--- src/btlm_pkg.sv ---
// Shared types and constants for the busy time load monitor.
// No dependencies; every other file in src/ refers to it by scoped name.
`timescale 1ns / 1ps
`default_nettype none

package btlm_pkg;

	// field and state widths
	localparam int TS_W    = 32;
	localparam int BUSY_W  = 64;
	localparam int CALLS_W = 32;
	localparam int RATE_W  = 20;
	localparam int ALPHA_W = 17;
	localparam int DENOM_W = CALLS_W + RATE_W;   // calls * 1e6 < 2^52
	localparam int ACC_W   = BUSY_W + RATE_W;    // busy * rate
	localparam int INT_BITS = 7;                 // integer part of the percentage

	// constants of the load formula
	localparam logic [RATE_W-1:0]  US_PER_SECOND = 20'd1000000;
	localparam logic [INT_BITS-1:0] PERCENT_MAX  = 7'd100;
	localparam int                 ALPHA_SHIFT   = 16;
	localparam logic [ALPHA_W-1:0] ALPHA_ONE     = 17'h10000;

	// configuration registers
	localparam int                 ADDR_W         = 3;
	localparam logic               REG_AUDIO_RATE = 1'b0;
	localparam logic               REG_ALPHA      = 1'b1;
	localparam logic [RATE_W-1:0]  RATE_RESET     = 20'd32768;
	localparam logic [ALPHA_W-1:0] ALPHA_RESET    = 17'd6554;

	typedef enum logic [1:0] {
		ACT_ENTER  = 2'd0,
		ACT_EXIT   = 2'd1,
		ACT_SAMPLE = 2'd2,
		ACT_READ   = 2'd3
	} action_t;

	typedef enum logic [2:0] {
		ST_IDLE,
		ST_MUL,
		ST_CMP,
		ST_DIV,
		ST_BMUL,
		ST_BUPD,
		ST_OUT
	} state_t;

	// controller -> datapath
	typedef struct packed {
		logic enter;      // latch entry timestamp
		logic do_exit;    // accumulate elapsed time, count a call
		logic start;      // snapshot and clear accumulators, start sample
		logic mul_step;   // one shift-add step of busy * rate
		logic cmp;        // saturation check, set up division
		logic div_step;   // one restoring division step
		logic blend_mul;  // difference times alpha
		logic blend_upd;  // fold step into the average
		logic out_load;   // load the output register
		logic out_read;   // output is a read result (window_empty = 0)
	} cmd_t;

	// datapath -> controller
	typedef struct packed {
		logic win_empty;  // rate or call count is zero
		logic part_ge;    // busy * rate >= calls * 1e6
	} status_t;

endpackage

`default_nettype wire

--- src/busy_time_load_monitor_unit.sv ---
// Busy time load monitor, top level: configuration registers and the
// controller/datapath pair. Depends on btlm_pkg, btlm_ctrl, btlm_dp.
//
// Usage:
//  - Request channel: in_valid/in_stall with action and timestamp_us. A request is
//    taken on a clock edge where in_valid is high and in_stall is low.
//  - Result channel: out_valid/out_stall with load_percent and window_empty.
//    Enter and exit requests give no result; sample and read give one each.
//  - Timing: enter, exit and read are handled straight from idle; a read result
//    is valid the cycle after it is taken. A sample with zero calls or zero
//    audio_rate goes from idle straight to the output state. Otherwise a sample
//    runs a shift-add multiply (busy * rate), one step per bit of audio_rate, a
//    compare state, 7 + FRACTION_BITS restoring divide steps, the averaging states
//    and the output state; the divide is skipped when the load saturates at 100
//    percent. The divide and the multiply loop set the sample time; a new request
//    is taken once the result is in the output register.
//  - Stall: the result sits in the output register until out_stall drops.
//    Enter, exit and sample requests are still taken while it waits; a read
//    waits until the register can be reloaded.
//  - Reset (arst_n low): accumulators, entry time and average clear to zero,
//    audio_rate returns to 32768, smoothing_alpha to 6554 (about 0.1).
//  - APB: audio_rate at 0x0, smoothing_alpha at 0x4; write only while idle.
`timescale 1ns / 1ps
`default_nettype none

module busy_time_load_monitor_unit #(
	parameter int FRACTION_BITS = 16
) (
	input  wire logic                                         clk,
	input  wire logic                                         arst_n,
	// request channel
	input  wire logic                                         in_valid,
	output logic                                              in_stall,
	input  wire logic [1:0]                                   action,
	input  wire logic [btlm_pkg::TS_W-1:0]                    timestamp_us,
	// result channel
	output logic                                              out_valid,
	input  wire logic                                         out_stall,
	output logic [btlm_pkg::INT_BITS+FRACTION_BITS-1:0]       load_percent,
	output logic                                              window_empty,
	// APB configuration port
	input  wire logic                                         psel,
	input  wire logic                                         penable,
	input  wire logic                                         pwrite,
	input  wire logic [btlm_pkg::ADDR_W-1:0]                  paddr,
	input  wire logic [31:0]                                  pwdata,
	output logic [31:0]                                       prdata,
	output logic                                              pready
);

	localparam int LOAD_W = btlm_pkg::INT_BITS + FRACTION_BITS;

	logic [btlm_pkg::RATE_W-1:0]  audio_rate_q;
	logic [btlm_pkg::ALPHA_W-1:0] alpha_q;
	logic                         cfg_wr;
	btlm_pkg::cmd_t               cmd;
	btlm_pkg::status_t            st;

	assign pready = 1'b1;
	// write lands on the access phase; word index from paddr[2]
	assign cfg_wr = psel && penable && pwrite;

	always_ff @(posedge clk or negedge arst_n) begin
		if (!arst_n) begin
			audio_rate_q <= btlm_pkg::RATE_RESET;
			alpha_q      <= btlm_pkg::ALPHA_RESET;
		end else if (cfg_wr) begin
			case (paddr[2])
				btlm_pkg::REG_AUDIO_RATE: audio_rate_q <= pwdata[btlm_pkg::RATE_W-1:0];
				btlm_pkg::REG_ALPHA:      alpha_q      <= pwdata[btlm_pkg::ALPHA_W-1:0];
				default: audio_rate_q <= audio_rate_q;
			endcase
		end
	end

	always_comb begin
		case (paddr[2])
			btlm_pkg::REG_AUDIO_RATE: prdata = 32'(audio_rate_q);
			btlm_pkg::REG_ALPHA:      prdata = 32'(alpha_q);
			default:                  prdata = '0;
		endcase
	end

	btlm_ctrl #(
		.LOAD_W(LOAD_W)
	) u_ctrl (
		.clk       (clk),
		.arst_n    (arst_n),
		.in_valid  (in_valid),
		.in_stall  (in_stall),
		.action    (action),
		.out_valid (out_valid),
		.out_stall (out_stall),
		.st        (st),
		.cmd       (cmd)
	);

	btlm_dp #(
		.FRACTION_BITS(FRACTION_BITS),
		.LOAD_W       (LOAD_W)
	) u_dp (
		.clk             (clk),
		.arst_n          (arst_n),
		.cmd             (cmd),
		.st              (st),
		.timestamp_us    (timestamp_us),
		.audio_rate      (audio_rate_q),
		.smoothing_alpha (alpha_q),
		.load_percent    (load_percent),
		.window_empty    (window_empty)
	);

endmodule

`default_nettype wire

--- src/btlm_ctrl.sv ---
// Sequencer for the busy time load monitor: handshake, state machine, step counter.
// Depends on btlm_pkg.
`timescale 1ns / 1ps
`default_nettype none

module btlm_ctrl #(
	parameter int LOAD_W = 23
) (
	input  wire logic              clk,
	input  wire logic              arst_n,
	input  wire logic              in_valid,
	output logic                   in_stall,
	input  wire logic [1:0]        action,
	output logic                   out_valid,
	input  wire logic              out_stall,
	input  wire btlm_pkg::status_t st,
	output btlm_pkg::cmd_t         cmd
);

	localparam int STEPS_MAX = (LOAD_W > btlm_pkg::RATE_W) ? LOAD_W : btlm_pkg::RATE_W;
	localparam int CNT_W     = $clog2(STEPS_MAX);

	btlm_pkg::state_t  state_q, state_d;
	btlm_pkg::action_t act;
	logic [CNT_W-1:0]  cnt_q;
	logic              out_valid_q;
	logic              out_free;
	logic              accept;
	logic              mul_last, div_last;

	assign act       = btlm_pkg::action_t'(action);
	assign out_free  = !out_valid_q || !out_stall;
	assign in_stall  = (state_q != btlm_pkg::ST_IDLE) ||
		(!out_free && act == btlm_pkg::ACT_READ);
	assign accept    = in_valid && !in_stall;
	assign mul_last  = cnt_q == CNT_W'(btlm_pkg::RATE_W - 1);
	assign div_last  = cnt_q == CNT_W'(LOAD_W - 1);
	assign out_valid = out_valid_q;

	// next state
	always_comb begin
		state_d = state_q;
		case (state_q)
			btlm_pkg::ST_IDLE: begin
				if (accept && act == btlm_pkg::ACT_SAMPLE) begin
					state_d = st.win_empty ? btlm_pkg::ST_OUT : btlm_pkg::ST_MUL;
				end
			end
			btlm_pkg::ST_MUL: begin
				if (mul_last) begin
					state_d = btlm_pkg::ST_CMP;
				end
			end
			btlm_pkg::ST_CMP: begin
				state_d = st.part_ge ? btlm_pkg::ST_BMUL : btlm_pkg::ST_DIV;
			end
			btlm_pkg::ST_DIV: begin
				if (div_last) begin
					state_d = btlm_pkg::ST_BMUL;
				end
			end
			btlm_pkg::ST_BMUL: state_d = btlm_pkg::ST_BUPD;
			btlm_pkg::ST_BUPD: state_d = btlm_pkg::ST_OUT;
			btlm_pkg::ST_OUT: begin
				if (out_free) begin
					state_d = btlm_pkg::ST_IDLE;
				end
			end
			default: state_d = btlm_pkg::ST_IDLE;
		endcase
	end

	// commands
	always_comb begin
		cmd = '0;
		case (state_q)
			btlm_pkg::ST_IDLE: begin
				if (accept) begin
					case (act)
						btlm_pkg::ACT_ENTER:  cmd.enter   = 1'b1;
						btlm_pkg::ACT_EXIT:   cmd.do_exit = 1'b1;
						btlm_pkg::ACT_SAMPLE: cmd.start   = 1'b1;
						btlm_pkg::ACT_READ: begin
							cmd.out_load = 1'b1;
							cmd.out_read = 1'b1;
						end
						default: cmd = '0;
					endcase
				end
			end
			btlm_pkg::ST_MUL:  cmd.mul_step  = 1'b1;
			btlm_pkg::ST_CMP:  cmd.cmp       = 1'b1;
			btlm_pkg::ST_DIV:  cmd.div_step  = 1'b1;
			btlm_pkg::ST_BMUL: cmd.blend_mul = 1'b1;
			btlm_pkg::ST_BUPD: cmd.blend_upd = 1'b1;
			btlm_pkg::ST_OUT:  cmd.out_load  = out_free;
			default: cmd = '0;
		endcase
	end

	always_ff @(posedge clk or negedge arst_n) begin
		if (!arst_n) begin
			state_q     <= btlm_pkg::ST_IDLE;
			cnt_q       <= '0;
			out_valid_q <= 1'b0;
		end else begin
			state_q <= state_d;
			if ((state_q == btlm_pkg::ST_MUL || state_q == btlm_pkg::ST_DIV) &&
				state_d == state_q) begin
				cnt_q <= cnt_q + 1'b1;
			end else begin
				cnt_q <= '0;
			end
			if (cmd.out_load) begin
				out_valid_q <= 1'b1;
			end else if (!out_stall) begin
				out_valid_q <= 1'b0;
			end
		end
	end

	a_empty_to_out: assert property (@(posedge clk) disable iff (!arst_n)
		(accept && act == btlm_pkg::ACT_SAMPLE && st.win_empty) |=>
		state_q == btlm_pkg::ST_OUT)
		else $error("empty window did not go straight to output");

	a_cnt_range: assert property (@(posedge clk) disable iff (!arst_n)
		(state_q == btlm_pkg::ST_MUL || state_q == btlm_pkg::ST_DIV) |->
		cnt_q < CNT_W'(STEPS_MAX))
		else $error("step counter out of range");

	a_busy_stall: assert property (@(posedge clk) disable iff (!arst_n)
		(accept && act == btlm_pkg::ACT_SAMPLE) |=> in_stall)
		else $error("request taken while a sample is in progress");

endmodule

`default_nettype wire

--- src/btlm_dp.sv ---
// Datapath of the busy time load monitor: accumulators, shift-add multiplier,
// restoring divider, averaging and output register. Depends on btlm_pkg.
`timescale 1ns / 1ps
`default_nettype none

module btlm_dp #(
	parameter int FRACTION_BITS = 16,
	parameter int LOAD_W        = 23
) (
	input  wire logic                             clk,
	input  wire logic                             arst_n,
	input  wire btlm_pkg::cmd_t                   cmd,
	output btlm_pkg::status_t                     st,
	input  wire logic [btlm_pkg::TS_W-1:0]        timestamp_us,
	input  wire logic [btlm_pkg::RATE_W-1:0]      audio_rate,
	input  wire logic [btlm_pkg::ALPHA_W-1:0]     smoothing_alpha,
	output logic [LOAD_W-1:0]                     load_percent,
	output logic                                  window_empty
);

	localparam int DW = btlm_pkg::DENOM_W;
	localparam int AW = btlm_pkg::ACC_W;
	localparam int PW = LOAD_W + btlm_pkg::ALPHA_W;
	localparam logic [LOAD_W-1:0] FULL_SCALE =
		LOAD_W'(btlm_pkg::PERCENT_MAX) << FRACTION_BITS;

	// architectural state
	logic [btlm_pkg::TS_W-1:0]    entry_q;
	logic [btlm_pkg::BUSY_W-1:0]  busy_q;
	logic [btlm_pkg::CALLS_W-1:0] calls_q;
	logic [LOAD_W-1:0]            smooth_q;

	// working registers
	logic [AW-1:0]                mcand_q, acc_q;
	logic [btlm_pkg::RATE_W-1:0]  mplier_q;
	logic [DW-1:0]                denom_q, rem_q;
	logic [LOAD_W-1:0]            fb_q, load_q;
	logic [PW-1:0]                prod_q;
	logic                         up_q, empty_q;
	logic [LOAD_W-1:0]            load_percent_q;
	logic                         window_empty_q;

	logic [btlm_pkg::TS_W-1:0]    elapsed;
	logic [DW-1:0]                denom_d;
	logic [DW+6:0]                part100;
	logic [DW:0]                  trial;
	logic                         trial_ge;
	logic [btlm_pkg::ALPHA_W-1:0] alpha_c;
	logic                         blend_up;
	logic [LOAD_W-1:0]            diff;

	assign elapsed  = timestamp_us - entry_q;
	assign denom_d  = calls_q * btlm_pkg::US_PER_SECOND;
	assign part100  = (DW + 7)'(acc_q[DW-1:0]) * (DW + 7)'(btlm_pkg::PERCENT_MAX);
	assign trial    = {rem_q, fb_q[LOAD_W-1]};
	assign trial_ge = trial >= {1'b0, denom_q};
	assign alpha_c  = smoothing_alpha[btlm_pkg::ALPHA_W-1] ? btlm_pkg::ALPHA_ONE
		: smoothing_alpha;
	assign blend_up = load_q >= smooth_q;
	assign diff     = blend_up ? load_q - smooth_q : smooth_q - load_q;

	assign st.win_empty = (audio_rate == '0) || (calls_q == '0);
	assign st.part_ge   = acc_q >= AW'(denom_q);

	assign load_percent = load_percent_q;
	assign window_empty = window_empty_q;

	always_ff @(posedge clk or negedge arst_n) begin
		if (!arst_n) begin
			entry_q  <= '0;
			busy_q   <= '0;
			calls_q  <= '0;
			smooth_q <= '0;
		end else begin
			if (cmd.enter) begin
				entry_q <= timestamp_us;
			end
			if (cmd.do_exit) begin
				busy_q <= busy_q + btlm_pkg::BUSY_W'(elapsed);
				if (calls_q != '1) begin
					calls_q <= calls_q + 1'b1;
				end
			end
			if (cmd.start) begin
				busy_q  <= '0;
				calls_q <= '0;
			end
			if (cmd.blend_upd) begin
				if (up_q) begin
					smooth_q <= smooth_q + LOAD_W'(prod_q >> btlm_pkg::ALPHA_SHIFT);
				end else begin
					smooth_q <= smooth_q - LOAD_W'((prod_q +
						PW'(btlm_pkg::ALPHA_ONE - 1'b1)) >> btlm_pkg::ALPHA_SHIFT);
				end
			end
		end
	end

	always_ff @(posedge clk) begin
		if (cmd.start) begin
			mcand_q  <= AW'(busy_q);
			mplier_q <= audio_rate;
			acc_q    <= '0;
			denom_q  <= denom_d;
			empty_q  <= st.win_empty;
		end
		if (cmd.mul_step) begin
			if (mplier_q[0]) begin
				acc_q <= acc_q + mcand_q;
			end
			mcand_q  <= mcand_q << 1;
			mplier_q <= mplier_q >> 1;
		end
		if (cmd.cmp) begin
			// rem starts as the part of (busy*rate*100) << F above the quotient bits
			rem_q  <= part100[DW+6:7];
			fb_q   <= {part100[6:0], {FRACTION_BITS{1'b0}}};
			load_q <= st.part_ge ? FULL_SCALE : '0;
		end
		if (cmd.div_step) begin
			rem_q  <= trial_ge ? DW'(trial - {1'b0, denom_q}) : trial[DW-1:0];
			fb_q   <= fb_q << 1;
			load_q <= {load_q[LOAD_W-2:0], trial_ge};
		end
		if (cmd.blend_mul) begin
			prod_q <= PW'(diff) * PW'(alpha_c);
			up_q   <= blend_up;
		end
		if (cmd.out_load) begin
			load_percent_q <= smooth_q;
			window_empty_q <= cmd.out_read ? 1'b0 : empty_q;
		end
	end

	a_avg_range: assert property (@(posedge clk) disable iff (!arst_n)
		smooth_q <= FULL_SCALE)
		else $error("average above full scale");

	a_load_range: assert property (@(posedge clk) disable iff (!arst_n)
		cmd.blend_mul |-> load_q <= FULL_SCALE)
		else $error("instantaneous load above full scale");

endmodule

`default_nettype wire

--- config.mk ---
export PLATFORM = sky130hd
export DESIGN_NAME = busy_time_load_monitor_unit
export DESIGN_NICKNAME = d
export VERILOG_FILES = /design/src/btlm_pkg.sv /design/src/busy_time_load_monitor_unit.sv /design/src/btlm_ctrl.sv /design/src/btlm_dp.sv
export SDC_FILE = /design/constraint.sdc
export NUM_CORES = 2
export LEC_CHECK = 0
export BUFFER_PORTS_ARGS = -buffer_cell sky130_fd_sc_hd__buf_2
export CORE_ASPECT_RATIO = 0.7
export CORE_MARGIN = 5
export CORE_UTILIZATION = 30
export CTS_CLUSTER_DIAMETER = 40
export DETAILED_ROUTE_END_ITERATION = 8
export MAX_ROUTING_LAYER = met4
export SYNTH_ARGS = -nofsm -noshare
export SYNTH_HDL_FRONTEND = slang
export SYNTH_SLANG_ARGS = --single-unit
export TNS_END_PERCENT = 1
--- constraint.sdc ---
create_clock -name clk -period 13.2 [get_ports clk]
set_input_delay 3.3 -clock clk [delete_from_list [all_inputs] [get_ports clk]]
set_output_delay 3.3 -clock clk [all_outputs]
set_load 0.01 [all_outputs]
==> run_results.csv <==
group,metric,value,unit
run_status,status,"complete, no violations",
logic_synthesis,avgSynthCellArea,9.08,um2
worst_hold_path,min_path_type,"reg -> reg",
logic_synthesis,synth_seq_cells,576,
sta,rsz0062_at_grt,"false",
sta,layout_min_cycle_time,11100,ps
grt,grt_pass1_wl,285000,um
grt,antenna_found_initial,10,
finish,drive_gt1_share,7.26,%
logic_synthesis,muxShareOfSynthArea,2.15,%
grt,grt_use_total,16.7,%
floorplan,io_pins,135,
critical_path,reg2reg_depth,36,
grt,grt_max_degree,105,
logic_synthesis,yosys-top-cells-count,"989 x inv_1, 781 x ha_1, 684 x nand2_1",
floorplan,core-area,0.208,mm2
detailed_routing,wl,179000,um
detailed_routing,route.detailed.drc,0,
critical_path,slowest_stage,"xor2_1",
detailed_routing,antenna_left,0,
cts,postCtsHoldBufs,0,
cts,post_cts_buffers,0,
logic_synthesis,synth_cell_types,92,
floorplan,die_area,0.219,mm2
sta,max_freq,90.1,MHz
place,gp_congestion,0.914,
critical_path,worstPathArrival,11490,ps
logic_synthesis,synth_simple_gate_area_share,13.5,%
sta,finalSetupViolations,0,
place,hpwl,141000,um
critical_path,worst_path_most_repeated_cell,"fa_1",
critical_path,cp_num_buf_inv,6,
cts,cts_buffer_depth,3,
logic_synthesis,synth_compound_area_share,14.7,%
detailed_routing,dr.pass1.iters,6,
sta,min_period_over_period,84.1,%
logic_synthesis,synth_enable_flop_cells,293,
worst_hold_path,hold_path_depth,0,
logic_synthesis,synth_top_family_by_area,"adder cells",
critical_path,cp.required,13590,ps
finish,nets,8342,
floorplan,start_util,30.2,%
logic_synthesis,synthFlopType,"edfxtp_1",
logic_synthesis,synth_top_area_share,16.0,%
logic_synthesis,synthAdderAreaFrac,31.5,%
logic_synthesis,syn_area,0.0629,mm2
cts,cts.sinks,576,
critical_path,critical-path-top-delay-family,"adder cells",
grt,grt_pass1_vias,49300,
cts,htree_levels,3,
logic_synthesis,synth_most_common_cell,"inv_1",
critical_path,max_stage_delay,980,ps
cts,ctsResizeCount,0,
detailed_routing,drt-initial-drc-count,3850,
logic_synthesis,yosysWarnings,0,
sta,finalHoldViolCount,0,
logic_synthesis,synth_xor_area_share,5.96,%
critical_path,critPathLaunchType,"flop",
logic_synthesis,yosysTopAreaCell,"fa_1",
critical_path,worst-path-stages,36,
sta,drv_slew,0,
floorplan,die_x,557,um
flow_run,drv_cap,0,
grt,overflow,0,
place,place_inst,9657,
critical_path,endpoint_kind,"flop",
cts,clock-root-buffer,"clkbuf_16",
detailed_routing,routed_via_density,5.02,
floorplan,die_y,393,um
floorplan,num_rows,140,
sta,maxSlewHeadroom,18.5,%
cts,clk_pin_slew,60,ps
logic_synthesis,synth_area_leaders,"fa_1 16%, ha_1 16%, edfxtp_1 14%",
logic_synthesis,synth_cells,6925,
cts,cts_tree,"done",
logic_synthesis,ys_seq_area_share,24.6,%
detailed_routing,vias,49400,
critical_path,critical_path_class,"reg -> reg",
place,port_buffers,107,
cts,cts_buffers,93,
detailed_routing,wl_per_cell,18.2,um
sta,fin_skew,60.6,ps
finish,layout.cells.non_filler,9836,
logic_synthesis,synthArstFlopShare,34.2,%
finish,area_growth_syn_to_layout,11.1,%
critical_path,crit_fanout,34,
sta,finalSetupTns,0,ps
cts,clk_latency,710,ps
sta,tightest_slew,1220,ps
finish,n_fill_cell,21300,
worst reg2reg max path, delay by kind of cell (launching register included):
kind / cells / cell delay, ps
DFF: 1 / 440
adders and majority gates: 8 / 3500
and+or+nand+nor: 6 / 1570
buffers and inverters: 6 / 770
xor gates and xnor gates: 2 / 1060
AOI/OAI and AO/OA: 14 / 3450
stage by stage:
stage / hold WS, ps / utilization, % / setup slack (ps) / cell area, um2
2_1_floorplan: 425 / - / 3960 / 62900
3_3_place_gp: 437 / 32.0 / 2310 / 66600
3_5_place_dp: 444 / 32.0 / 2330 / 66600
4_1_cts: 457 / 33.5 / 2200 / 69900
5_1_grt: 474 / 33.6 / 1470 / 69900
6_report: 455 / 33.6 / 2100 / 69900
cell families (layout without fill, tap and decap cells):
group,after synthesis,after routing
AO/OA/AOI/OAI,1455,1455
adder cells (fa/ha/maj),1283,1283
multiplexers,123,123
flip-flops,576,576
buffers and inverters,1224,1351
XOR/XNOR,427,427
other,2,17
AND/OR/NAND/NOR,1835,1835
final cells by class:
type	instances	area, um2	share of cell area, %
Timing Repair Buffer	186	1140	1.63
Multi-Input combinational cell	5136	42800	61.3
Clock inverter	61	682	0.976
Antenna cell	4	10.0	0.0143
Tap cell	2769	3460	4.96
Sequential cell	576	15500	22.1
Inverter	990	3720	5.32
Clock buffer	114	2560	3.67
layer usage:
metal / wire length (um) / track usage [%] / part of all wire (%) / vias to the layer above
li1: - / - / - / 23600
met1: 91800 / 25.3 / 51 / 24200
met2: 70700 / 23.1 / 40 / 1382
met3: 13400 / 3.31 / 7.5 / 184
met4: 2830 / 2.87 / 1.6 / 0
met5: 0 / - / 0 / -
worst paths after layout:
kind	slack [ps]	to	start
setup / recovery	2100	u_dp.prod_q[37]	u_dp.load_q[1]
max in group asynchronous	8340	u_dp.smooth_q[18]	arst_n
setup reg to reg	2100	u_dp.prod_q[37]	u_dp.load_q[1]
hold reg to reg	460	u_dp.load_percent[22]	u_dp.smooth_q[22]
min in group asynchronous	2680	u_dp.calls_q[2]	arst_n
hold / removal	460	u_dp.load_percent[22]	u_dp.smooth_q[22]
sequential cells by signal (all words and copies together), names as in the netlist, 23 cells and up:
signal             cells
u_dp.load_q           23
u_dp.rem_q            52
u_dp.calls_q          32
u_dp.busy_q           64
u_dp.mcand_q          84
u_dp.prod_q           39
u_dp.denom_q          46
u_dp.load_percent     23
u_dp.acc_q            84
u_dp.smooth_q         23
u_dp.entry_q          32
layout by cell type, fill, tap and decap left out, types with 32 or more instances in the layout:
| master | count |
|---|---|
| inv_1 | 988 |
| ha_1 | 781 |
| nand2_1 | 681 |
| fa_1 | 502 |
| nor2_1 | 458 |
| a21oi_1 | 413 |
| o21ai_0 | 342 |
| edfxtp_1 | 293 |
| xnor2_1 | 239 |
| a21o_1 | 208 |
| dfrtp_1 | 189 |
| xor2_1 | 186 |
| nand3_1 | 149 |
| buf_2 | 106 |
| mux2_2 | 98 |
| clkbuf_16 | 98 |
| dfxtp_1 | 86 |
| nor2b_1 | 80 |
| and2_1 | 79 |
| buf_4 | 79 |
| a22o_1 | 71 |
| nand4_1 | 69 |
| nor3_1 | 67 |
| a211oi_1 | 63 |
| and3_1 | 60 |
| nand2b_1 | 54 |
| o21a_1 | 52 |
| o21bai_1 | 51 |
| a31oi_1 | 46 |
| nor4_1 | 32 |
Power is left out: the tool's default activity adds up to more than one toggle a clock period on the data nets, which glitch-free logic cannot reach.
